--- config.mk ---
export PLATFORM = sky130hd
export DESIGN_NAME = scanline_line_buffer_unit_flat
export DESIGN_NICKNAME = d
export VERILOG_FILES = /design/src/design/slb_pkg.sv /design/src/design/slb_req_if.sv /design/src/design/slb_resp_if.sv /design/src/design/slb_cfg_if.sv /design/src/design/slb_ram.sv /design/src/design/slb_lane.sv /design/src/design/slb_decode.sv /design/src/design/scanline_line_buffer_unit.sv /design/src/flat_wrapper.sv
export VERILOG_INCLUDE_DIRS = /design/src /design/src/design
export SDC_FILE = /design/constraint.sdc
export NUM_CORES = 2
export LEC_CHECK = 0
export BUFFER_PORTS_ARGS = -buffer_cell sky130_fd_sc_hd__buf_2
export CAP_MARGIN = 0
export CELL_PAD_IN_SITES_DETAIL_PLACEMENT = 1
export CELL_PAD_IN_SITES_GLOBAL_PLACEMENT = 1
export CORE_AREA = 2 2 352 354
export CTS_CLUSTER_SIZE = 24
export DETAILED_ROUTE_END_ITERATION = 16
export DIE_AREA = 0 0 354 356
export PLACE_DENSITY_LB_ADDON = 0.1
export SYNTH_ARGS = -nofsm -noshare
export SYNTH_HDL_FRONTEND = slang
export SYNTH_HIERARCHICAL = 1
export SYNTH_SLANG_ARGS = --single-unit
--- constraint.sdc ---
create_clock -name clk -period 5.6 [get_ports clk]
set_input_delay 1.12 -clock clk [delete_from_list [all_inputs] [get_ports clk]]
set_output_delay 1.12 -clock clk [all_outputs]
set_load 0.01 [all_outputs]
--- src/design/scanline_line_buffer_unit_assert.svh ---
// Assertion macros shared by the line buffer modules.
// Each use expects clk and arst_n to be visible in the module.
`ifndef SCANLINE_LINE_BUFFER_UNIT_ASSERT_SVH
`define SCANLINE_LINE_BUFFER_UNIT_ASSERT_SVH

// Same-cycle implication, disabled during reset
`define SLB_ASSERT_IMPLY(lbl, ante, cons) \
	lbl: assert property (@(posedge clk) disable iff (!arst_n) (ante) |-> (cons)) \
		else $error("line buffer assertion failed");

// Next-cycle implication, disabled during reset
`define SLB_ASSERT_NEXT(lbl, ante, cons) \
	lbl: assert property (@(posedge clk) disable iff (!arst_n) (ante) |=> (cons)) \
		else $error("line buffer assertion failed");

`endif

--- src/design/slb_pkg.sv ---
// ----------------------------------------------------------------------------
// slb_pkg
// Types, constants and helper functions of the scanline line buffer.
// ----------------------------------------------------------------------------
package slb_pkg;

	// Line geometry: cells are spread over four banks by position modulo 4
	localparam int LINE_CELLS = 160;
	localparam int LANES      = 4;
	localparam int BANK_DEPTH = (LINE_CELLS + LANES - 1) / LANES;
	localparam int BANK_AW    = (BANK_DEPTH > 1) ? $clog2(BANK_DEPTH) : 1;
	localparam logic [8:0] LINE_END = 9'(LINE_CELLS);

	localparam int CELL_W   = 5;
	localparam int COLOUR_W = 8;
	localparam int CTAB_DEPTH = 32;
	localparam int CTAB_AW    = 5;

	// Request types
	localparam logic [2:0] REQ_CLEAR  = 3'd0;
	localparam logic [2:0] REQ_START  = 3'd1;
	localparam logic [2:0] REQ_STORE  = 3'd2;
	localparam logic [2:0] REQ_READ   = 3'd3;
	localparam logic [2:0] REQ_COLOUR = 3'd4;

	// Configuration register indexes
	localparam int CFG_IDX_W = 4;
	localparam int CFG_DAT_W = 8;
	localparam logic [CFG_IDX_W-1:0] CFG_KANGAROO  = 4'd0;
	localparam logic [CFG_IDX_W-1:0] CFG_READ_MODE = 4'd1;

	// Read modes
	localparam logic [1:0] RM_WIDE    = 2'd0;
	localparam logic [1:0] RM_NONE    = 2'd1;
	localparam logic [1:0] RM_HIRES_A = 2'd2;
	localparam logic [1:0] RM_HIRES_B = 2'd3;

	// Store control broadcast to every lane
	typedef struct packed {
		logic       active;
		logic [7:0] pos;
		logic       wmode;
		logic [7:0] data;
		logic       hole;
		logic [2:0] pal;
		logic       kangaroo;
	} store_ctrl_t;

	// Colour table addresses of the two pixels of a cell
	typedef struct packed {
		logic [CTAB_AW-1:0] left;
		logic [CTAB_AW-1:0] right;
	} pix_addr_t;

	// Codes with a zero colour part read the background entry
	function automatic logic [CTAB_AW-1:0] look_up(input logic [CELL_W-1:0] code);
		look_up = (code[1:0] != 2'b00) ? code : '0;
	endfunction

endpackage

--- src/design/slb_req_if.sv ---
// ----------------------------------------------------------------------------
// slb_req_if
// Request channel of the line buffer: valid, ready and the request fields.
// ----------------------------------------------------------------------------
interface slb_req_if;
	logic        valid;
	logic        ready;
	logic [2:0]  req_type;
	logic [7:0]  position;
	logic [2:0]  palette_number;
	logic        write_mode;
	logic [7:0]  graphic_byte;
	logic [15:0] fetch_address;
	logic        holey_8;
	logic        holey_16;
	logic [7:0]  cell_index;
	logic [4:0]  color_index;
	logic [7:0]  color_value;

	modport source (
		output valid, req_type, position, palette_number, write_mode, graphic_byte,
			fetch_address, holey_8, holey_16, cell_index, color_index, color_value,
		input  ready
	);
	modport sink (
		input  valid, req_type, position, palette_number, write_mode, graphic_byte,
			fetch_address, holey_8, holey_16, cell_index, color_index, color_value,
		output ready
	);
endinterface

--- src/design/slb_resp_if.sv ---
// ----------------------------------------------------------------------------
// slb_resp_if
// Pixel result channel of the line buffer: valid, ready and two colours.
// ----------------------------------------------------------------------------
interface slb_resp_if;
	logic       valid;
	logic       ready;
	logic [7:0] left_color;
	logic [7:0] right_color;
	logic       pixels_valid;

	modport source (
		output valid, left_color, right_color, pixels_valid,
		input  ready
	);
	modport sink (
		input  valid, left_color, right_color, pixels_valid,
		output ready
	);
endinterface

--- src/design/slb_cfg_if.sv ---
// ----------------------------------------------------------------------------
// slb_cfg_if
// Configuration write channel: valid, ready, register index and data.
// ----------------------------------------------------------------------------
interface slb_cfg_if;
	logic                            valid;
	logic                            ready;
	logic [slb_pkg::CFG_IDX_W-1:0]   reg_index;
	logic [slb_pkg::CFG_DAT_W-1:0]   write_data;

	modport source (output valid, reg_index, write_data, input ready);
	modport sink   (input valid, reg_index, write_data, output ready);
endinterface

--- src/design/slb_ram.sv ---
// ----------------------------------------------------------------------------
// slb_ram
// Generic one-write, one-read RAM with registered read data (read-first).
// ----------------------------------------------------------------------------
module slb_ram #(
	parameter int WIDTH = 8,
	parameter int DEPTH = 32
) (
	input  logic                                          clk,
	input  logic                                          we,
	input  logic [((DEPTH > 1) ? $clog2(DEPTH) : 1)-1:0]  waddr,
	input  logic [WIDTH-1:0]                              wdata,
	input  logic                                          re,
	input  logic [((DEPTH > 1) ? $clog2(DEPTH) : 1)-1:0]  raddr,
	output logic [WIDTH-1:0]                              rdata
);

	logic [WIDTH-1:0] mem [DEPTH];
	logic [WIDTH-1:0] rdata_q;

	// Write and read; a read at the write address returns the old word
	always_ff @(posedge clk) begin
		if (we) begin
			mem[waddr] <= wdata;
		end
		if (re) begin
			rdata_q <= mem[raddr];
		end
	end

	assign rdata = rdata_q;

endmodule

--- src/design/slb_lane.sv ---
// ----------------------------------------------------------------------------
// slb_lane
// One cell bank of the line: takes the cell of a stored byte that falls on
// this bank, holds its valid bits, and reads one cell out.
// ----------------------------------------------------------------------------
`include "scanline_line_buffer_unit_assert.svh"

module slb_lane (
	input  logic                          clk,
	input  logic                          arst_n,
	input  logic [1:0]                    lane_id,
	input  slb_pkg::store_ctrl_t          store,
	input  logic                          clr,
	input  logic                          rd_en,
	input  logic [slb_pkg::BANK_AW-1:0]   rd_addr,
	output logic [slb_pkg::CELL_W-1:0]    cell_out
);

	logic [1:0]                     k;
	logic [7:0]                     cpos;
	logic [5:0]                     cword;
	logic                           in_line;
	logic                           used;
	logic [1:0]                     colour2;
	logic [3:0]                     nib;
	logic [slb_pkg::CELL_W-1:0]     code;
	logic                           empty;
	logic                           we;
	logic [slb_pkg::CELL_W-1:0]     wdata;
	logic [slb_pkg::BANK_AW-1:0]    waddr;
	logic [slb_pkg::BANK_DEPTH-1:0] valid_q;
	logic                           rd_valid_q;
	logic [slb_pkg::CELL_W-1:0]     ram_data;

	// Work out which cell of the byte lands on this bank
	always_comb begin
		k       = lane_id - store.pos[1:0];
		cpos    = store.pos + {6'd0, k};
		cword   = cpos[7:2];
		waddr   = cword[slb_pkg::BANK_AW-1:0];
		in_line = ({1'b0, cpos} < slb_pkg::LINE_END);
		used    = store.wmode ? (k[1] == 1'b0) : 1'b1;
	end

	// Pick the cell code for this bank
	always_comb begin
		case (k)
			2'd0:    colour2 = store.data[7:6];
			2'd1:    colour2 = store.data[5:4];
			2'd2:    colour2 = store.data[3:2];
			default: colour2 = store.data[1:0];
		endcase
		nib = k[0] ? {store.data[1:0], store.data[5:4]}
			: {store.data[3:2], store.data[7:6]};
		if (store.wmode) begin
			code  = {store.pal[2], nib};
			empty = (nib == 4'd0) || store.hole;
		end else begin
			code  = {store.pal, colour2};
			empty = (colour2 == 2'd0) || store.hole;
		end
	end

	// Empty cells only overwrite in kangaroo mode
	assign we    = store.active && used && in_line && (!empty || store.kangaroo);
	assign wdata = empty ? '0 : code;

	slb_ram #(
		.WIDTH (slb_pkg::CELL_W),
		.DEPTH (slb_pkg::BANK_DEPTH)
	) u_bank (
		.clk   (clk),
		.we    (we),
		.waddr (waddr),
		.wdata (wdata),
		.re    (rd_en),
		.raddr (rd_addr),
		.rdata (ram_data)
	);

	// Valid bits: drop all on clear, mark on write
	always_ff @(posedge clk or negedge arst_n) begin
		if (!arst_n) begin
			valid_q <= '0;
		end else if (clr) begin
			valid_q <= '0;
		end else if (we) begin
			valid_q[waddr] <= 1'b1;
		end
	end

	// Sample the valid bit alongside the RAM read
	always_ff @(posedge clk or negedge arst_n) begin
		if (!arst_n) begin
			rd_valid_q <= 1'b0;
		end else if (rd_en) begin
			rd_valid_q <= valid_q[rd_addr];
		end
	end

	assign cell_out = rd_valid_q ? ram_data : '0;

	`SLB_ASSERT_IMPLY(a_hole_no_write, store.active && store.hole && !store.kangaroo, !we)
	`SLB_ASSERT_IMPLY(a_plain_write_nonzero, we && !store.kangaroo, wdata != '0)
	`SLB_ASSERT_NEXT(a_clear_drops_all, clr, valid_q == '0)

endmodule

--- src/design/slb_decode.sv ---
// ----------------------------------------------------------------------------
// slb_decode
// Merge step of a cell read: turns the selected cell into the colour table
// addresses of its two pixels according to the read mode.
// ----------------------------------------------------------------------------
module slb_decode (
	input  logic [slb_pkg::CELL_W-1:0] cell_code,
	input  logic [1:0]                 read_mode,
	output slb_pkg::pix_addr_t         addr
);

	logic [slb_pkg::CELL_W-1:0] l_code;
	logic [slb_pkg::CELL_W-1:0] r_code;

	// Split the cell into the two pixel codes
	always_comb begin
		case (read_mode)
			slb_pkg::RM_WIDE: begin
				l_code = cell_code;
				r_code = cell_code;
			end
			slb_pkg::RM_HIRES_A: begin
				l_code = {cell_code[4], 2'b00, cell_code[1], cell_code[3]};
				r_code = {cell_code[4], 2'b00, cell_code[0], cell_code[2]};
			end
			slb_pkg::RM_HIRES_B: begin
				l_code = {cell_code[4:1], 1'b0};
				r_code = {cell_code[4:2], cell_code[0], 1'b0};
			end
			default: begin
				l_code = '0;
				r_code = '0;
			end
		endcase
		addr.left  = slb_pkg::look_up(l_code);
		addr.right = slb_pkg::look_up(r_code);
	end

endmodule

--- src/design/scanline_line_buffer_unit.sv ---
// ----------------------------------------------------------------------------
// scanline_line_buffer_unit
// Line buffer of 5-bit cells with a 32-entry colour table.
//
//   channel | dir | carries
//   --------+-----+------------------------------------------------
//   req     | in  | clear, start object, store byte, read, colour
//   resp    | out | left_color, right_color, pixels_valid
//   cfg     | in  | reg_index, write_data (kangaroo, read mode)
//
// One item per cycle while req.ready is high. A store writes its two or
// four cells together, one per bank lane; clear line drops all per-cell valid
// bits at once. A read passes the bank RAM read, then the colour RAM read.
// A read waits in stage one while the output register is full and not taken;
// only then does req.ready fall. Other items go on while a result waits.
// Reset clears all control state and valid bits; no clearing pass is needed.
// ----------------------------------------------------------------------------
`include "scanline_line_buffer_unit_assert.svh"

module scanline_line_buffer_unit (
	input  logic        clk,
	input  logic        arst_n,
	slb_req_if.sink     req,
	slb_resp_if.source  resp,
	slb_cfg_if.sink     cfg
);

	logic                          accept;
	logic                          is_read;
	logic                          out_free;
	logic                          s1_move;
	logic                          rd_in_line;
	logic                          rd_en;
	logic [5:0]                    rd_word;
	logic [slb_pkg::BANK_AW-1:0]   rd_addr;
	logic                          hole;
	logic                          colour_we;
	logic                          store_acc;
	logic [7:0]                    pos_adv;
	logic                          pix_zero;

	logic                          kangaroo_q;
	logic [1:0]                    read_mode_q;
	logic [7:0]                    cell_position_q;
	logic [2:0]                    object_palette_q;
	logic                          object_wmode_q;
	logic [slb_pkg::CTAB_DEPTH-1:0] ctab_valid_q;

	logic                          s1_v_q;
	logic [1:0]                    lane_sel_s1;
	logic                          in_line_s1;
	logic                          out_v_q;
	logic                          pix_valid_s2;
	logic                          left_set_s2;
	logic                          right_set_s2;

	slb_pkg::store_ctrl_t          store;
	logic [slb_pkg::CELL_W-1:0]    lane_cell [slb_pkg::LANES];
	logic [slb_pkg::CELL_W-1:0]    sel_cell;
	slb_pkg::pix_addr_t            pix_addr;
	logic [slb_pkg::COLOUR_W-1:0]  left_data;
	logic [slb_pkg::COLOUR_W-1:0]  right_data;

	// Handshake
	assign out_free  = !out_v_q || resp.ready;
	assign s1_move   = s1_v_q && out_free;
	assign req.ready = !s1_v_q || out_free;
	assign accept    = req.valid && req.ready;
	assign is_read   = (req.req_type == slb_pkg::REQ_READ);
	assign cfg.ready = 1'b1;

	// Configuration registers
	always_ff @(posedge clk or negedge arst_n) begin
		if (!arst_n) begin
			kangaroo_q  <= 1'b0;
			read_mode_q <= slb_pkg::RM_WIDE;
		end else if (cfg.valid) begin
			case (cfg.reg_index)
				slb_pkg::CFG_KANGAROO:  kangaroo_q  <= cfg.write_data[0];
				slb_pkg::CFG_READ_MODE: read_mode_q <= cfg.write_data[1:0];
				default: ;
			endcase
		end
	end

	// Object state: set on start, advance on store
	assign store_acc = accept && (req.req_type == slb_pkg::REQ_STORE);
	assign pos_adv   = cell_position_q + (object_wmode_q ? 8'd2 : 8'd4);

	always_ff @(posedge clk or negedge arst_n) begin
		if (!arst_n) begin
			cell_position_q  <= '0;
			object_palette_q <= '0;
			object_wmode_q   <= 1'b0;
		end else if (accept && (req.req_type == slb_pkg::REQ_START)) begin
			cell_position_q  <= req.position;
			object_palette_q <= req.palette_number;
			object_wmode_q   <= req.write_mode;
		end else if (store_acc) begin
			cell_position_q  <= pos_adv;
		end
	end

	// Holey fetch test
	assign hole = req.fetch_address[15] &&
		((req.holey_16 && req.fetch_address[12]) || (req.holey_8 && req.fetch_address[11]));

	always_comb begin
		store.active   = store_acc;
		store.pos      = cell_position_q;
		store.wmode    = object_wmode_q;
		store.data     = req.graphic_byte;
		store.hole     = hole;
		store.pal      = object_palette_q;
		store.kangaroo = kangaroo_q;
	end

	// Read address into the banks
	assign rd_in_line = ({1'b0, req.cell_index} < slb_pkg::LINE_END);
	assign rd_word    = req.cell_index[7:2];
	assign rd_addr    = rd_word[slb_pkg::BANK_AW-1:0];
	assign rd_en      = accept && is_read && rd_in_line;

	// Bank lanes
	for (genvar g = 0; g < slb_pkg::LANES; g++) begin : g_lane
		slb_lane u_lane (
			.clk      (clk),
			.arst_n   (arst_n),
			.lane_id  (2'(g)),
			.store    (store),
			.clr      (accept && (req.req_type == slb_pkg::REQ_CLEAR)),
			.rd_en    (rd_en && (req.cell_index[1:0] == 2'(g))),
			.rd_addr  (rd_addr),
			.cell_out (lane_cell[g])
		);
	end

	// Stage one: bank read in flight
	always_ff @(posedge clk or negedge arst_n) begin
		if (!arst_n) begin
			s1_v_q <= 1'b0;
		end else if (accept) begin
			s1_v_q <= is_read;
		end else if (s1_move) begin
			s1_v_q <= 1'b0;
		end
	end

	always_ff @(posedge clk) begin
		if (accept && is_read) begin
			lane_sel_s1 <= req.cell_index[1:0];
			in_line_s1  <= rd_in_line;
		end
	end

	// Merge the lanes: select the addressed bank and decode the pixels
	assign sel_cell = in_line_s1 ? lane_cell[lane_sel_s1] : '0;

	slb_decode u_decode (
		.cell_code (sel_cell),
		.read_mode (read_mode_q),
		.addr      (pix_addr)
	);

	// Colour table, one copy for each pixel
	assign colour_we = accept && (req.req_type == slb_pkg::REQ_COLOUR);

	slb_ram #(
		.WIDTH (slb_pkg::COLOUR_W),
		.DEPTH (slb_pkg::CTAB_DEPTH)
	) u_ctab_left (
		.clk   (clk),
		.we    (colour_we),
		.waddr (req.color_index),
		.wdata (req.color_value),
		.re    (s1_move),
		.raddr (pix_addr.left),
		.rdata (left_data)
	);

	slb_ram #(
		.WIDTH (slb_pkg::COLOUR_W),
		.DEPTH (slb_pkg::CTAB_DEPTH)
	) u_ctab_right (
		.clk   (clk),
		.we    (colour_we),
		.waddr (req.color_index),
		.wdata (req.color_value),
		.re    (s1_move),
		.raddr (pix_addr.right),
		.rdata (right_data)
	);

	// Colour valid bits: entries never written read as zero
	always_ff @(posedge clk or negedge arst_n) begin
		if (!arst_n) begin
			ctab_valid_q <= '0;
		end else if (colour_we) begin
			ctab_valid_q[req.color_index] <= 1'b1;
		end
	end

	// Output register: hold the result until taken
	always_ff @(posedge clk or negedge arst_n) begin
		if (!arst_n) begin
			out_v_q <= 1'b0;
		end else if (s1_move) begin
			out_v_q <= 1'b1;
		end else if (resp.ready) begin
			out_v_q <= 1'b0;
		end
	end

	always_ff @(posedge clk) begin
		if (s1_move) begin
			pix_valid_s2 <= (read_mode_q != slb_pkg::RM_NONE);
			left_set_s2  <= ctab_valid_q[pix_addr.left];
			right_set_s2 <= ctab_valid_q[pix_addr.right];
		end
	end

	assign resp.valid        = out_v_q;
	assign resp.pixels_valid = pix_valid_s2;
	assign resp.left_color   = (pix_valid_s2 && left_set_s2) ? left_data : '0;
	assign resp.right_color  = (pix_valid_s2 && right_set_s2) ? right_data : '0;
	assign pix_zero          = (resp.left_color == '0) && (resp.right_color == '0);

	`SLB_ASSERT_NEXT(a_s1_fills_output, s1_move, out_v_q)
	`SLB_ASSERT_IMPLY(a_no_pixels_zero, out_v_q && !pix_valid_s2, pix_zero)
	`SLB_ASSERT_NEXT(a_store_advances, store_acc, cell_position_q == $past(pos_adv))

endmodule

--- src/flat_wrapper.sv ---
// flat-port wrapper written by rule: the top's interface ports become plain ports
module scanline_line_buffer_unit_flat 
  (clk, arst_n, req_valid, req_req_type, req_position, req_palette_number, req_write_mode, req_graphic_byte, req_fetch_address, req_holey_8, req_holey_16, req_cell_index, req_color_index, req_color_value, req_ready, resp_valid, resp_left_color, resp_right_color, resp_pixels_valid, resp_ready, cfg_valid, cfg_reg_index, cfg_write_data, cfg_ready);
  slb_req_if req_i ();
  slb_resp_if resp_i ();
  slb_cfg_if cfg_i ();
  input  logic clk;
  input  logic arst_n;
  input wire logic [$bits(req_i.valid)-1:0] req_valid;
  input wire logic [$bits(req_i.req_type)-1:0] req_req_type;
  input wire logic [$bits(req_i.position)-1:0] req_position;
  input wire logic [$bits(req_i.palette_number)-1:0] req_palette_number;
  input wire logic [$bits(req_i.write_mode)-1:0] req_write_mode;
  input wire logic [$bits(req_i.graphic_byte)-1:0] req_graphic_byte;
  input wire logic [$bits(req_i.fetch_address)-1:0] req_fetch_address;
  input wire logic [$bits(req_i.holey_8)-1:0] req_holey_8;
  input wire logic [$bits(req_i.holey_16)-1:0] req_holey_16;
  input wire logic [$bits(req_i.cell_index)-1:0] req_cell_index;
  input wire logic [$bits(req_i.color_index)-1:0] req_color_index;
  input wire logic [$bits(req_i.color_value)-1:0] req_color_value;
  output wire logic [$bits(req_i.ready)-1:0] req_ready;
  output wire logic [$bits(resp_i.valid)-1:0] resp_valid;
  output wire logic [$bits(resp_i.left_color)-1:0] resp_left_color;
  output wire logic [$bits(resp_i.right_color)-1:0] resp_right_color;
  output wire logic [$bits(resp_i.pixels_valid)-1:0] resp_pixels_valid;
  input wire logic [$bits(resp_i.ready)-1:0] resp_ready;
  input wire logic [$bits(cfg_i.valid)-1:0] cfg_valid;
  input wire logic [$bits(cfg_i.reg_index)-1:0] cfg_reg_index;
  input wire logic [$bits(cfg_i.write_data)-1:0] cfg_write_data;
  output wire logic [$bits(cfg_i.ready)-1:0] cfg_ready;
  assign req_i.valid = req_valid;
  assign req_i.req_type = req_req_type;
  assign req_i.position = req_position;
  assign req_i.palette_number = req_palette_number;
  assign req_i.write_mode = req_write_mode;
  assign req_i.graphic_byte = req_graphic_byte;
  assign req_i.fetch_address = req_fetch_address;
  assign req_i.holey_8 = req_holey_8;
  assign req_i.holey_16 = req_holey_16;
  assign req_i.cell_index = req_cell_index;
  assign req_i.color_index = req_color_index;
  assign req_i.color_value = req_color_value;
  assign req_ready = req_i.ready;
  assign resp_valid = resp_i.valid;
  assign resp_left_color = resp_i.left_color;
  assign resp_right_color = resp_i.right_color;
  assign resp_pixels_valid = resp_i.pixels_valid;
  assign resp_i.ready = resp_ready;
  assign cfg_i.valid = cfg_valid;
  assign cfg_i.reg_index = cfg_reg_index;
  assign cfg_i.write_data = cfg_write_data;
  assign cfg_ready = cfg_i.ready;
  scanline_line_buffer_unit u_core (.clk(clk), .arst_n(arst_n), .req(req_i), .resp(resp_i), .cfg(cfg_i));
endmodule
==> run metrics <==
Post-CTS Setup Inserts 0; Initial DRT Pass Iterations 5; Area contributors post-synth edfxtp_1 (61%), dfrtp_1 (8.0%), mux4_2 (7.6%); Max VDD drop 0.325 mV; Layout area overhead 11.0%; CP endpoint kind flip-flop; WP data arrival 4.99 ns; P_leak 25.2 nW; Mapped Area 66900 µm²; ys flop type edfxtp_1; largest net degree at the start of global routing 92; Final Cycle Share 82.1%; Hold Buf Count CTS 0; FF+latch count, synth 1567; Hold Crit Class in2async; DR iter-0 viols 3101; worst setup path category reg2reg; Initial Utilization 54.5%; Tot GR Track Use 25.8%; Min Clock Period, post-route 4.60 ns; asr flop ratio synth 13.6%; Slew @ Worst Pin 1.26 ns; final wirelength 160000 µm; Synth Area per Inst 16.7 µm²; nets@finish 4223; Post-DP HPWL 101000 µm; core area 123000 µm²; # DRC 0; sequential fraction of the synthesis area 68.7%; Worst-path clk slew 0.06 ns; Max Slew Vio Count 0; # H-tree levels 4; CP startpoint kind flip-flop; CP Max Fanout 11; Yosys cell types 101; Max-cap violations 0; wire per inst 27.1 µm; deepest clock path buffer count 3; reg2reg start u_core/cell_position_q[1]; ANT nets after route 0; Synth area leader edfxtp_1; non-filler cells, final 5904; first-pass GRT wire length 245000 µm; Yosys Warn Count 6; WHS 0.347 ns; Skew-Pair Late Insertion Delay 0.78 ns; TritonCTS buffer count 163; leading cell types by count after synthesis edfxtp_1 (1354), mux2i_1 (386), nor2_1 (286), mux4_2 (227), dfrtp_1 (213); Rows 129; die span in x 354 µm; CTS tree yes; die area 126000 µm²; clk_skew 0.0286 ns; # resized after CTS 0; Final Hold Viols 0; unrepaired setup endpoints after global routing no; worst r2r path cells 10; fillers 10.9k; Final TNS setup 0 ns; Die H 356 µm; Cells after Synth 4007; pwr dens 370 nW/µm²; Worst EP required 6.00 ns; Sink Count 1567; Slew HR 15.7%; vias in the first global route 38.8k; number of enable flip-flop cells after synthesis 1354; status completed; total power draw 27.5 mW; share of cells above drive strength 1 18.6%; GRT overflow 0; post-synth top area share 60.8%; Reg2Reg Capture Point u_core/g_lane[0].u_lane/u_bank/mem[18][2]; GP Congestion 0.796; DR vias 36.6k; clk root buf clkbuf_16; antenna violations before repair 11; count leader, synth edfxtp_1; Finish-stage setup viols 0; DP Cell Count 5605; Reg2Reg Setup Slack 1.00 ns; Via-to-Cell Ratio 6.21; # port buffers 78; I/O pin count 99; Fmax 0.218 GHz
-- metal layers --
layer | up-vias | part of all wire, % | global-route usage (%)
met5 | - | 0.051 | 0
met4 | 14 | 2.7 | 7.92
met3 | 286 | 5.0 | 4.41
met2 | 939 | 49 | 42.1
met1 | 19246 | 44 | 36.0
li1 | 16153 | - | -
-- placed cells by master (no fill, tap or decap), types with 73 or more instances in the layout --
cell type,count
inv_1,105
mux4_2,227
dfrtp_1,213
nor2_1,278
buf_4,73
nand2_1,150
edfxtp_1,1354
a22oi_1,98
mux2i_1,386
o2bb2ai_1,96
buf_2,74
clkbuf_16,167
o22ai_1,84
-- stage by stage --
step | util [%] | area [µm²] | worst slack, ns
2_1_floorplan | - | 66900 | 1.35
3_3_place_gp | 56.4 | 69100 | 1.05
3_5_place_dp | 56.4 | 69100 | 0.906
4_1_cts | 60.5 | 74300 | 1.07
5_1_grt | 60.5 | 74300 | 0.578
6_report | 60.5 | 74300 | 1.00
-- state kept, by name, indices dropped and copies added, names as in the netlist, 2 cells and up --
name                               count
u_core/g_lane.u_lane/rd_valid_q        4
u_core/u_ctab_left/rdata               8
u_core/cell_position_q                 8
u_core/g_lane.u_lane/u_bank/rdata     20
u_core/lane_sel_s1                     2
u_core/ctab_valid_q                   32
u_core/u_ctab_left/mem               256
u_core/g_lane.u_lane/u_bank/mem      800
u_core/object_palette_q                3
u_core/u_ctab_right/rdata              8
u_core/u_ctab_right/mem              256
u_core/g_lane.u_lane/valid_q         160
u_core/read_mode_q                     2
-- logic make-up (layout without fill, tap and decap cells) --
family / after synthesis / count (layout) / synth area share, %
other cells: 2 / 12 / 0.0112
compound gates: 586 / 586 / 7.12
mux: 661 / 661 / 14.4
flops: 1567 / 1567 / 68.7
xor+xnor: 29 / 29 / 0.380
buf+inv: 316 / 566 / 2.48
simple gates: 832 / 832 / 6.54
fa+ha+maj: 14 / 14 / 0.312
-- final cells by class --
class	instances	area, µm²	share of cell area (%)
Sequential cell	1567	46000	61.9
Multi-Input combinational cell	2131	19500	26.3
Clock buffer	217	4430	5.96
Clock inverter	79	709	0.955
Inverter	109	409	0.551
Antenna cell	3	7.51	0.0101
Timing Repair Buffer	161	1180	1.59
Tap cell	1637	2050	2.76
-- report_power, final --
| part | total, mW | internal (mW) | switching (mW) | leakage, nW |
|---|---|---|---|---|
| sequential | 13.5 | 13.3 | 0.227 | 15.2 |
| combinational | 3.46 | 1.03 | 2.43 | 7.52 |
| clock | 10.5 | 6.13 | 4.34 | 2.50 |
-- how the worst max path moves through the flow --
stage	startpoint	to	cells after the start	slack, ns
global route	u_core/cell_position_q[1]	u_core/g_lane[2].u_lane/u_bank/mem[18][3]	10	0.58
detailed placement	resp_ready	u_core/g_lane[3].u_lane/u_bank/mem[18][0]	10	0.91
global placement	resp_ready	u_core/g_lane[3].u_lane/u_bank/mem[16][0]	10	1.05
CTS	u_core/cell_position_q[1]	u_core/g_lane[2].u_lane/u_bank/mem[18][0]	10	1.07
floorplan	req_holey_16	u_core/g_lane[0].u_lane/u_bank/mem[0][2]	6	1.35
finish	u_core/cell_position_q[1]	u_core/g_lane[0].u_lane/u_bank/mem[18][2]	10	1.00
-- critical path, stage by stage (launching register included) --
cell and delay [ns]:
dfrtp_1 0.68, inv_1 0.13, fa_1 0.64, maj3_2 0.28
nor2b_1 0.50, o211ai_1 0.17, o311ai_0 0.13, and3_1 0.42
nor4bb_1 0.44, nand2_1 0.22, nor3_1 0.59
No activity file was read; power rests on OpenSTA's default activity.
